<file path="config.mk">
export PLATFORM = sky130hd
export DESIGN_NAME = svpwm_skid
export DESIGN_NICKNAME = d
export VERILOG_FILES = /design/src/hw/rtl/svpwm_skid.sv
export SDC_FILE = /design/constraint.sdc
export NUM_CORES = 1
export LEC_CHECK = 0
export ABC_AREA = 1
export BUFFER_PORTS_ARGS = -buffer_cell sky130_fd_sc_hd__buf_2
export CAP_MARGIN = 0
export CORE_ASPECT_RATIO = 0.75
export CORE_MARGIN = 1.5
export CORE_UTILIZATION = 40
export DETAILED_ROUTE_END_ITERATION = 6
export SYNTH_ARGS = -nofsm -noshare
export SYNTH_HDL_FRONTEND = slang
export SYNTH_SLANG_ARGS = --single-unit
</file>
<file path="constraint.sdc">
create_clock -name clk -period 3.5 [get_ports clk]
set_clock_uncertainty 0.15 [all_clocks]
set_input_delay 0.175 -clock clk [delete_from_list [all_inputs] [get_ports clk]]
set_output_delay 0.175 -clock clk [all_outputs]
set_load 0.005 [all_outputs]
</file>
<file path="src/hw/rtl/svpwm_skid.sv">
`default_nettype none
// ============================================================================
// svpwm_skid
// Two-entry output queue that decouples the pipeline from downstream stall.
// ============================================================================
module svpwm_skid (
  input  wire         clk,
  input  wire         rst,
  input  wire         in_valid,
  input  wire [50:0]  in_word,
  output logic        almost_full,
  output logic        out_valid,
  output logic [50:0] out_word,
  input  wire         out_stall
);
  logic [50:0] mem [2];
  logic        wp, rp;
  logic [1:0]  cnt;
  logic        push, pop;

  assign out_valid   = cnt != 2'd0;
  assign out_word    = mem[rp];
  assign pop         = out_valid && !out_stall;
  assign push        = in_valid;
  // pipeline may advance while at least one entry is free
  assign almost_full = (cnt == 2'd2);

  always_ff @(posedge clk) begin
    if (rst) begin
      wp <= 1'b0; rp <= 1'b0; cnt <= 2'd0;
    end else begin
      if (push) wp <= ~wp;
      if (pop) rp <= ~rp;
      cnt <= cnt + 2'(push) - 2'(pop);
    end
    if (push) mem[wp] <= in_word;
  end
endmodule
`default_nettype wire

</file>
==> run summary <==
layout cells sized above 1: 48.2%
ANT cells: 0
drt initial violations: 106
Clock Pin Slew Worst Setup and Hold Paths: 0.06 ns
YS warnings: 0
vias in the first global route: 2187
root buffer cell: clkbuf_16
dpl cell area: 0.00481 mm²
initial antenna violation count: 0
Hold Crit Class: input pin to flop
Tcrit/Tclk final: 64.0%
CTS Buffer Depth: 2
slowest stage delay, CP: 1.01 ns
Tot GR Track Use: 13.3%
crit path max-delay cell type: dfxtp_4
worst-skew pair later-pin latency: 0.33 ns
detailed-router iteration count before antenna repair: 4
Residual DRC: 0
die height: 91.5 µm
Post-CTS Resized: 0
syn avg cell area: 21.4 µm²
Core ar.: 0.0102 mm²
die width: 121 µm
die area: 0.0111 mm²
global route overflow: 0
Max Cap Viol: 0
critical path peak fanout: 51
setup_tns: 0 ns
fmax: 0.446 GHz
sequential fraction of design power: 50.6%
max-slew violation total from the final report: 0
Vias: 2210
relative slew slack: 34.5%
status: finished, final reports clean
largest net degree at the start of global routing: 52
first-pass GRT wire length: 10900 µm
Mapped Nets: 252
io pins: 108
Synth-to-Final Area Change: 34.9%
Critical Path RT: 3.17 ns
final instance area: 0.00563 mm²
combinational share of power: 19.0%
RSZ-0062 raised after global routing: false
unique cell type count in the Yosys netlist: 13
Tightest Pin Transition: 0.982 ns
flops & latches, synth: 107
Nets: 421
TritonCTS clock tree: done
Port Buffers: 107
row cnt: 32
P per Cell Area: 567 mW/mm²
crit path kind: flop to output pin
Sw Pwr: 726 µW
final hold violation count: 0
clock tree sinks: 107
Worst setup EP type: output pin
Starting Density: 40.9%
DRT Wirelength: 6970 µm
antenna viol nets, final: 0
Int Pwr: 2460 µW
Cell Chain, Critical Path: mux2_2 > buf_2
clock share of power: 30.4%
Num CTS Buffers: 9
Seq/Total Area, Yosys: 75.8%
drt via density: 4.38
Mapped Cells: 195
final setup fails: 0
startpoint types: flop
leak pwr: 0.00227 µW
GP Congestion: 0.749
Max IR drop VDD: 0.373 mV
Critical Path AT: 1.92 ns
Post-Syn Area: 0.00418 mm²
DR WL/cell: 13.8 µm
Post-DP HPWL: 4400 µm
Sw Share: 22.8%
H-tree Lvls: 3
fin crit period: 2.24 ns
-- cell usage in the layout (no fill, tap or decap), types with 3 or more instances in the layout --
| master | count |
|---|---|
| inv_1 | 8 |
| mux2_4 | 50 |
| clkbuf_16 | 9 |
| clkbuf_1 | 3 |
| nand2_1 | 6 |
| dlygate4sd3_1 | 53 |
| buf_4 | 4 |
| buf_2 | 107 |
| nor2_1 | 9 |
| edfxtp_1 | 102 |
| dfxtp_1 | 4 |
-- cell families (layout without fill, tap and decap cells) --
kind of cell | after synthesis | count (layout) | share of synthesized area, %
compound gates | 1 | 1 | 0.120
fa+ha+maj | 2 | 2 | 0.599
buf+inv | 15 | 189 | 3.48
flops | 107 | 107 | 75.8
mux | 51 | 51 | 18.2
simple gates | 19 | 19 | 1.80
-- power by group through the flow --
stage / registers [µW] / logic, µW / clock network (µW)
floorplan: 1540 / 500 / 0
global placement: 1640 / 561 / 0
detailed placement: 1650 / 565 / 0
CTS: 1620 / 614 / 999
global route: 1630 / 664 / 1040
finish: 1610 / 606 / 971
-- Yosys cell counts --
master / instances / area, µm²
ha_1: 2 / 25.0
dfxtp_1: 5 / 100
nand2_1: 6 / 22.5
mux2_4: 50 / 751
inv_1: 9 / 33.8
edfxtp_1: 102 / 3060
nor3_1: 1 / 5.00
nor2_1: 10 / 37.5
buf_12: 5 / 100
nand3_1: 2 / 10.0
a21oi_1: 1 / 5.00
mux2_2: 1 / 11.3
buf_6: 1 / 11.3
-- flip-flops by register name (all words and copies together), names as in the netlist, named ones only --
name and flops:
cnt 2, mem 102, rp 1, wp 1
-- layer usage --
metal	global-route usage (%)	vias up	wire (µm)
met5	0	-	0
met4	2.94	0	53
met3	5.84	7	447
met2	20.7	85	3170
met1	17.1	1042	3300
li1	-	1076	-
-- final cells by class --
type                            count  area [µm²]
Fill cell                         826        4580
Sequential cell                   107        3170
Timing Repair Buffer              164        1100
Multi-Input combinational cell     73         875
Clock buffer                       13         250
Tap cell                          136         170
Clock inverter                      3        40.0
Inverter                            9        33.8
-- final timing paths --
| kind | start | endpoint | slack [ns] | cells after the start |
|---|---|---|---|---|
| min reg2reg | rp$_SDFFE_PP0P_ | rp$_SDFFE_PP0P_ | 0.36 | 2 |
| max | flop | out_word[50] | 1.26 | 2 |
| min | out_stall | flop | 0.04 | 4 |
| max reg2reg | wp$_SDFFE_PP0P_ | mem[1][30]$_DFFE_PP_ | 1.72 | 3 |
-- through the flow --
step / hold WS, ns / total power (µW) / utilization (%) / setup WS, ns / std cells
after global placement: 0.212 / 2200 / 47.1 / 1.59 / 436
after global routing: 0.0658 / 3340 / 55.2 / 1.16 / 505
after floorplan: 0.0962 / 2040 / - / 0.430 / 195
after CTS: 0.0303 / 3230 / 55.2 / 1.22 / 505
after detailed placement: 0.217 / 2210 / 47.1 / 1.59 / 436
final: 0.0448 / 3190 / 55.2 / 1.26 / 505
-- worst max-delay path: cells and delay by family, from the launching register on --
kind	cells	cell delay (ns)
flip-flops	1	1.01
buffers and inverters	1	0.12
multiplexers	1	0.41
-- repair_timing --
action / CTS / global route
hold endpoints to repair: 107 / 0
buffers inserted: 0 / 0
hold buffers: 53 / 0
(Power assumes the default switching activity.)
