### config.mk
export PLATFORM = sky130hd
export DESIGN_NAME = svpwm_front
export DESIGN_NICKNAME = d
export VERILOG_FILES = /design/src/hw/rtl/svpwm_pkg.sv /design/src/hw/rtl/svpwm_front.sv
export SDC_FILE = /design/constraint.sdc
export NUM_CORES = 2
export LEC_CHECK = 0
export ABC_AREA = 0
export BUFFER_PORTS_ARGS = -buffer_cell sky130_fd_sc_hd__buf_4
export CORE_ASPECT_RATIO = 0.75
export CORE_MARGIN = 2
export CORE_UTILIZATION = 35
export DETAILED_ROUTE_END_ITERATION = 6
export GPL_TIMING_DRIVEN = 0
export SLEW_MARGIN = 20
export SYNTH_ARGS = -nofsm -noshare
export SYNTH_HDL_FRONTEND = slang
export SYNTH_SLANG_ARGS = --single-unit
### constraint.sdc
create_clock -name clk -period 28.9 [get_ports clk]
set_clock_uncertainty 0.2 [all_clocks]
set_input_delay 2.89 -clock clk [delete_from_list [all_inputs] [get_ports clk]]
set_output_delay 2.89 -clock clk [all_outputs]
set_load 0.1 [all_outputs]
### src/hw/rtl/svpwm_pkg.sv
`default_nettype none
// ============================================================================
// svpwm_pkg
// Shared types and constants for the space-vector compare generator.
// ============================================================================
package svpwm_pkg;

  // sqrt(3) in Q16
  localparam logic [17:0] SQRT3_Q16 = 18'd113512;
  localparam logic [15:0] PERIOD_RST = 16'd1000;

  // classified vector passed from front to back
  typedef struct packed {
    logic [2:0]  sector;
    logic [35:0] act_a;
    logic [35:0] act_b;
    logic [15:0] bus_voltage;
  } svpwm_cls_t;

endpackage
`default_nettype wire

### src/hw/rtl/svpwm_front.sv
`default_nettype none
// ============================================================================
// svpwm_front
// Sector detection and X/Y/Z active-term selection, two register stages.
// ============================================================================
module svpwm_front (
  input  wire                     clk,
  input  wire                     rst,
  input  wire                     in_valid,
  input  wire signed [15:0]       u_alpha,
  input  wire signed [15:0]       u_beta,
  input  wire [15:0]              bus_voltage,
  input  wire                     adv,
  output logic                    out_valid,
  output svpwm_pkg::svpwm_cls_t   out_word
);
  import svpwm_pkg::*;

  // stage 1: squares, products and signs
  logic               s1_valid;
  logic signed [15:0] s1_ua, s1_ub;
  logic [15:0]        s1_udc;
  logic [33:0]        s1_a3sq;
  logic [31:0]        s1_bsq;
  logic signed [35:0] s1_sub;
  logic signed [35:0] s1_ua3;

  always_ff @(posedge clk) begin
    if (rst) begin
      s1_valid <= 1'b0;
    end else if (adv) begin
      s1_valid <= in_valid;
    end
    if (adv) begin
      s1_ua   <= u_alpha;
      s1_ub   <= u_beta;
      s1_udc  <= bus_voltage;
      s1_a3sq <= 34'(3 * (32'($signed(u_alpha) * $signed(u_alpha))));
      s1_bsq  <= 32'($signed(u_beta) * $signed(u_beta));
      s1_sub  <= 36'($signed(u_beta) * $signed({1'b0, SQRT3_Q16}));
      s1_ua3  <= 36'($signed(u_alpha) * 36'sd196608);
    end
  end

  // sqrt(3)*a > b exact, given squares
  function automatic logic gt3(input logic signed [15:0] a, input logic signed [15:0] b,
                               input logic [33:0] a3, input logic [31:0] bs);
    logic r;
    if (a > 0) r = (b <= 0) || (a3 > {2'b0, bs});
    else if (a == 0) r = (b < 0);
    else r = (b < 0) && ({2'b0, bs} > a3);
    return r;
  endfunction

  logic [2:0]         sec;
  logic signed [36:0] x, y, z, va, vb;

  always_comb begin
    sec[0] = s1_ub > 0;
    sec[1] = gt3(s1_ua, s1_ub, s1_a3sq, s1_bsq);
    sec[2] = gt3(-17'(s1_ua) == 17'sd32768 ? 16'sh8000 : -s1_ua, s1_ub, s1_a3sq, s1_bsq);
    // -ua for -32768 overflows 16 bits; treat it by sign directly
    if (s1_ua == -16'sd32768) sec[2] = (s1_ub <= 0) || (s1_a3sq > {2'b0, s1_bsq});
    x = 37'(s1_sub) <<< 1;
    y = 37'(s1_ua3) - 37'(s1_sub);
    z = -37'(s1_ua3) - 37'(s1_sub);
    case (sec)
      3'd1: begin va = -y; vb = -z; end
      3'd2: begin va = -z; vb = -x; end
      3'd3: begin va = y;  vb = x;  end
      3'd4: begin va = -x; vb = -y; end
      3'd5: begin va = x;  vb = z;  end
      3'd6: begin va = z;  vb = y;  end
      default: begin va = '0; vb = '0; end
    endcase
  end

  // stage 2: classified word
  always_ff @(posedge clk) begin
    if (rst) begin
      out_valid <= 1'b0;
    end else if (adv) begin
      out_valid <= s1_valid;
    end
    if (adv) begin
      out_word.sector      <= (sec == 3'd7) ? 3'd0 : sec;
      out_word.act_a       <= (va > 0 && sec != 3'd7) ? va[35:0] : '0;
      out_word.act_b       <= (vb > 0 && sec != 3'd7) ? vb[35:0] : '0;
      out_word.bus_voltage <= s1_udc;
    end
  end
endmodule
`default_nettype wire

==> impl_metrics.csv <==
group,metric,value,unit
setup_path,worst-r2r-cell-count,17,
setup_path,worst_path_max_delay_cell,"o311ai_0",
synth,synth_area,0.0425,mm²
cts,numCtsBuffers,29,
floorplan,fp.coreArea,0.120,mm²
synth,ys_seq_area_frac,0.172,
cts,post-cts-setup-buffer-count,0,
synth,synth_ff_type,"edfxtp_1",
sta,post-route-min-period,12.62,ns
global_routing,grt.total_usage,0.207,
routing,drt_iter0_markers,2804,
floorplan,die_w,406,µm
cells_and_area,antennaDiodeCount,0,
sta,fin_crit_sh,0.437,
sta,fmax,79.2,MHz
synth,synth_top_area_cell,"fa_1",
global_routing,antenna_found_initial,3,
routing,post_drt_wl_per_cell,20.0,µm
setup_path,slowest_delay,0.66,ns
global_routing,grt_max_degree,100,
cts,clock_tree.root_cell,"clkbuf_16",
sta,setup_tns,0,ns
cts,cts_max_path_buffers,3,
cells_and_area,post-route-util,0.388,
min_path,holdCritStartpoint,"s1_udc[8]",
sta,grt_setup_unrepaired,"no",
synth,syn_inst,4529,
setup_path,start_kind,"input port",
run_status,status,"finished, final reports clean",
cells_and_area,nets,5850,
min_path,holdPathStages,0,
synth,synth_edf_count,242,
flow_run,drv_cap,0,
sta,slew_violations,0,
routing,routed_wl,127000,µm
floorplan,die-area,0.124,mm²
cts,postCtsHoldBufs,0,
sta,relSlewSlack,0.212,
cts,cts_tree,"built",
cells_and_area,final_layout_size_suffix_gt1_frac,0.0575,
cts,path_clk_slew,0.06,ns
floorplan,num_rows,110,
setup_path,arrival,12.75,ns
floorplan,dieHeight,306,µm
min_path,min_to,"out_word[8]",
synth,synth_most_common_cell,"inv_1",
routing,firstDrtPassIters,7,
synth,synth_top_area_share,0.281,
setup_path,crit_type,"in2reg",
synth,synth_cell_types,94,
placement,hpwl,105000,µm
placement,portBuffers,137,
sta,final-hold-violation-count,0,
routing,vias,33000,
floorplan,num_io_pins,144,
synth,postSynthAreaPerCell,9.39,µm²
routing,route.detailed.vias_per_inst,5.19,
sta,fin_hold_ws,0.219,ns
min_path,hp-class,"reg2reg",
sta,worst_pin_slew,1.17,ns
synth,ys_ff_latch,244,
cts,htreeDepth,1,
cells_and_area,fillCellCount,12100,
setup_path,r2r_slack,20.91,ns
cts,post_cts_resized,0,
global_routing,grt_overflow,0,
global_routing,grt_pass1_vias,33500,
routing,drcViolationCount,0,
cts,clock_sinks,244,
setup_path,crit_fanout,10,
placement,finalWeightedCongestion,0.951,
setup_path,crit_path_end_kind,"register",
synth,synth_area_leaders,"fa_1, edfxtp_1, ha_1, inv_1, xnor2_1",
cells_and_area,areaGrowthSynthToFinish,9.88,%
setup_path,crit-reg2reg-launch,"s1_ub[0]",
routing,ant_nets,0,
setup_path,r2r-end,"out_word[34]",
global_routing,grt_pass1_wl,199000,µm
cts,clk_latency,0.63,ns
floorplan,start_util,0.353,
synth,yosys_warnings,0,
setup_path,critPathRequiredTime,29.03,ns
sta,setup_viol,0,
synth,synthArstFlopShare,0,
synth,synth.cells.most_frequent,"inv_1, fa_1, ha_1",
-- metrics by stage --
stage / setup slack, ns / instance area (µm²) / cells
2_1_floorplan: 17.45 / 42500 / 4534
3_3_place_gp: 15.61 / 45600 / 6295
3_5_place_dp: 15.73 / 45700 / 6299
4_1_cts: 16.30 / 46700 / 6353
5_1_grt: 15.67 / 46700 / 6353
6_report: 16.28 / 46700 / 6353
-- state kept, by name, summed over array words and instances, names as in the netlist --
| name | count |
|---|---|
| out_valid | 1 |
| out_word | 85 |
| s1_a3sq | 32 |
| s1_bsq | 30 |
| s1_sub | 29 |
| s1_ua | 16 |
| s1_ua3 | 18 |
| s1_ub | 16 |
| s1_udc | 16 |
| s1_valid | 1 |
-- kinds of logic after synthesis --
kind of cell,count (synthesis),synth area share
compound gates,743,0.117
xor+xnor,277,0.0572
fa+ha+maj,1092,0.427
buf+inv,1042,0.0936
mux,15,0.00359
other cells,1,0.0000882
flops,244,0.172
simple gates,1115,0.130
-- layer usage --
layer	up-vias	part of all wire	GRT usage
met3	165	0.079	0.0305
met2	1228	0.44	0.320
met5	-	0.00021	0
met1	16200	0.46	0.304
met4	4	0.026	0.0488
li1	15400	-	-
-- worst max path at each step --
stage	from	to	slack [ns]	cells after the start
2_1_floorplan	u_alpha[1]	s1_a3sq[33]	17.45	30
3_3_place_gp	u_alpha[7]	s1_a3sq[33]	15.61	32
3_5_place_dp	u_alpha[7]	s1_a3sq[33]	15.73	32
4_1_cts	u_alpha[7]	s1_a3sq[33]	16.30	32
5_1_grt	u_alpha[7]	s1_a3sq[33]	15.67	32
6_report	u_alpha[7]	s1_a3sq[33]	16.28	32
-- critical path: cells and delay by family --
kind                       cells  cell delay (ns)
AOI/OAI and AO/OA             12             3.80
xor gates and xnor gates       1             0.15
adders and majority gates      9             3.99
buffers and inverters          8             1.48
and+or+nand+nor                2             0.43
-- layout make-up --
cell class / instances / area (µm²) / share of cell area
Clock buffer: 30 / 729 / 0.0156
Clock inverter: 24 / 267 / 0.00570
Multi-Input combinational cell: 3248 / 31300 / 0.670
Inverter: 924 / 3470 / 0.0742
Tap cell: 1624 / 2030 / 0.0435
Timing Repair Buffer: 141 / 1110 / 0.0238
Sequential cell: 244 / 7310 / 0.156
Buffer: 118 / 510 / 0.0109
-- cell usage in the layout (no fill, tap or decap), types with 12 or more instances in the layout --
master	Yosys	final
a2111oi_0	13	12
a211oi_1	32	32
a21o_1	49	49
a21oi_1	198	198
a221oi_1	27	27
a22oi_1	23	23
a31oi_1	39	39
and2_1	84	84
and3_1	30	30
buf_4	9	146
clkbuf_1	99	100
clkbuf_16	0	29
edfxtp_1	242	242
fa_1	597	597
ha_1	495	495
inv_1	922	922
mux2i_1	13	13
nand2_1	281	281
nand2b_1	39	39
nand3_1	71	71
nand3b_1	12	12
nand4_1	28	28
nor2_1	292	291
nor2b_1	33	33
nor3_1	93	91
nor3b_1	13	13
nor4_1	24	23
o211ai_1	17	17
o21a_1	18	18
o21ai_0	123	123
o21bai_1	29	29
o22ai_1	27	27
o31ai_1	12	12
or2_2	23	23
or3_1	30	30
or4_1	12	12
xnor2_1	205	205
xor2_1	71	71
Power is not shown: default switching activity piles up to over one toggle a cycle in this logic, so the estimate is an artifact.
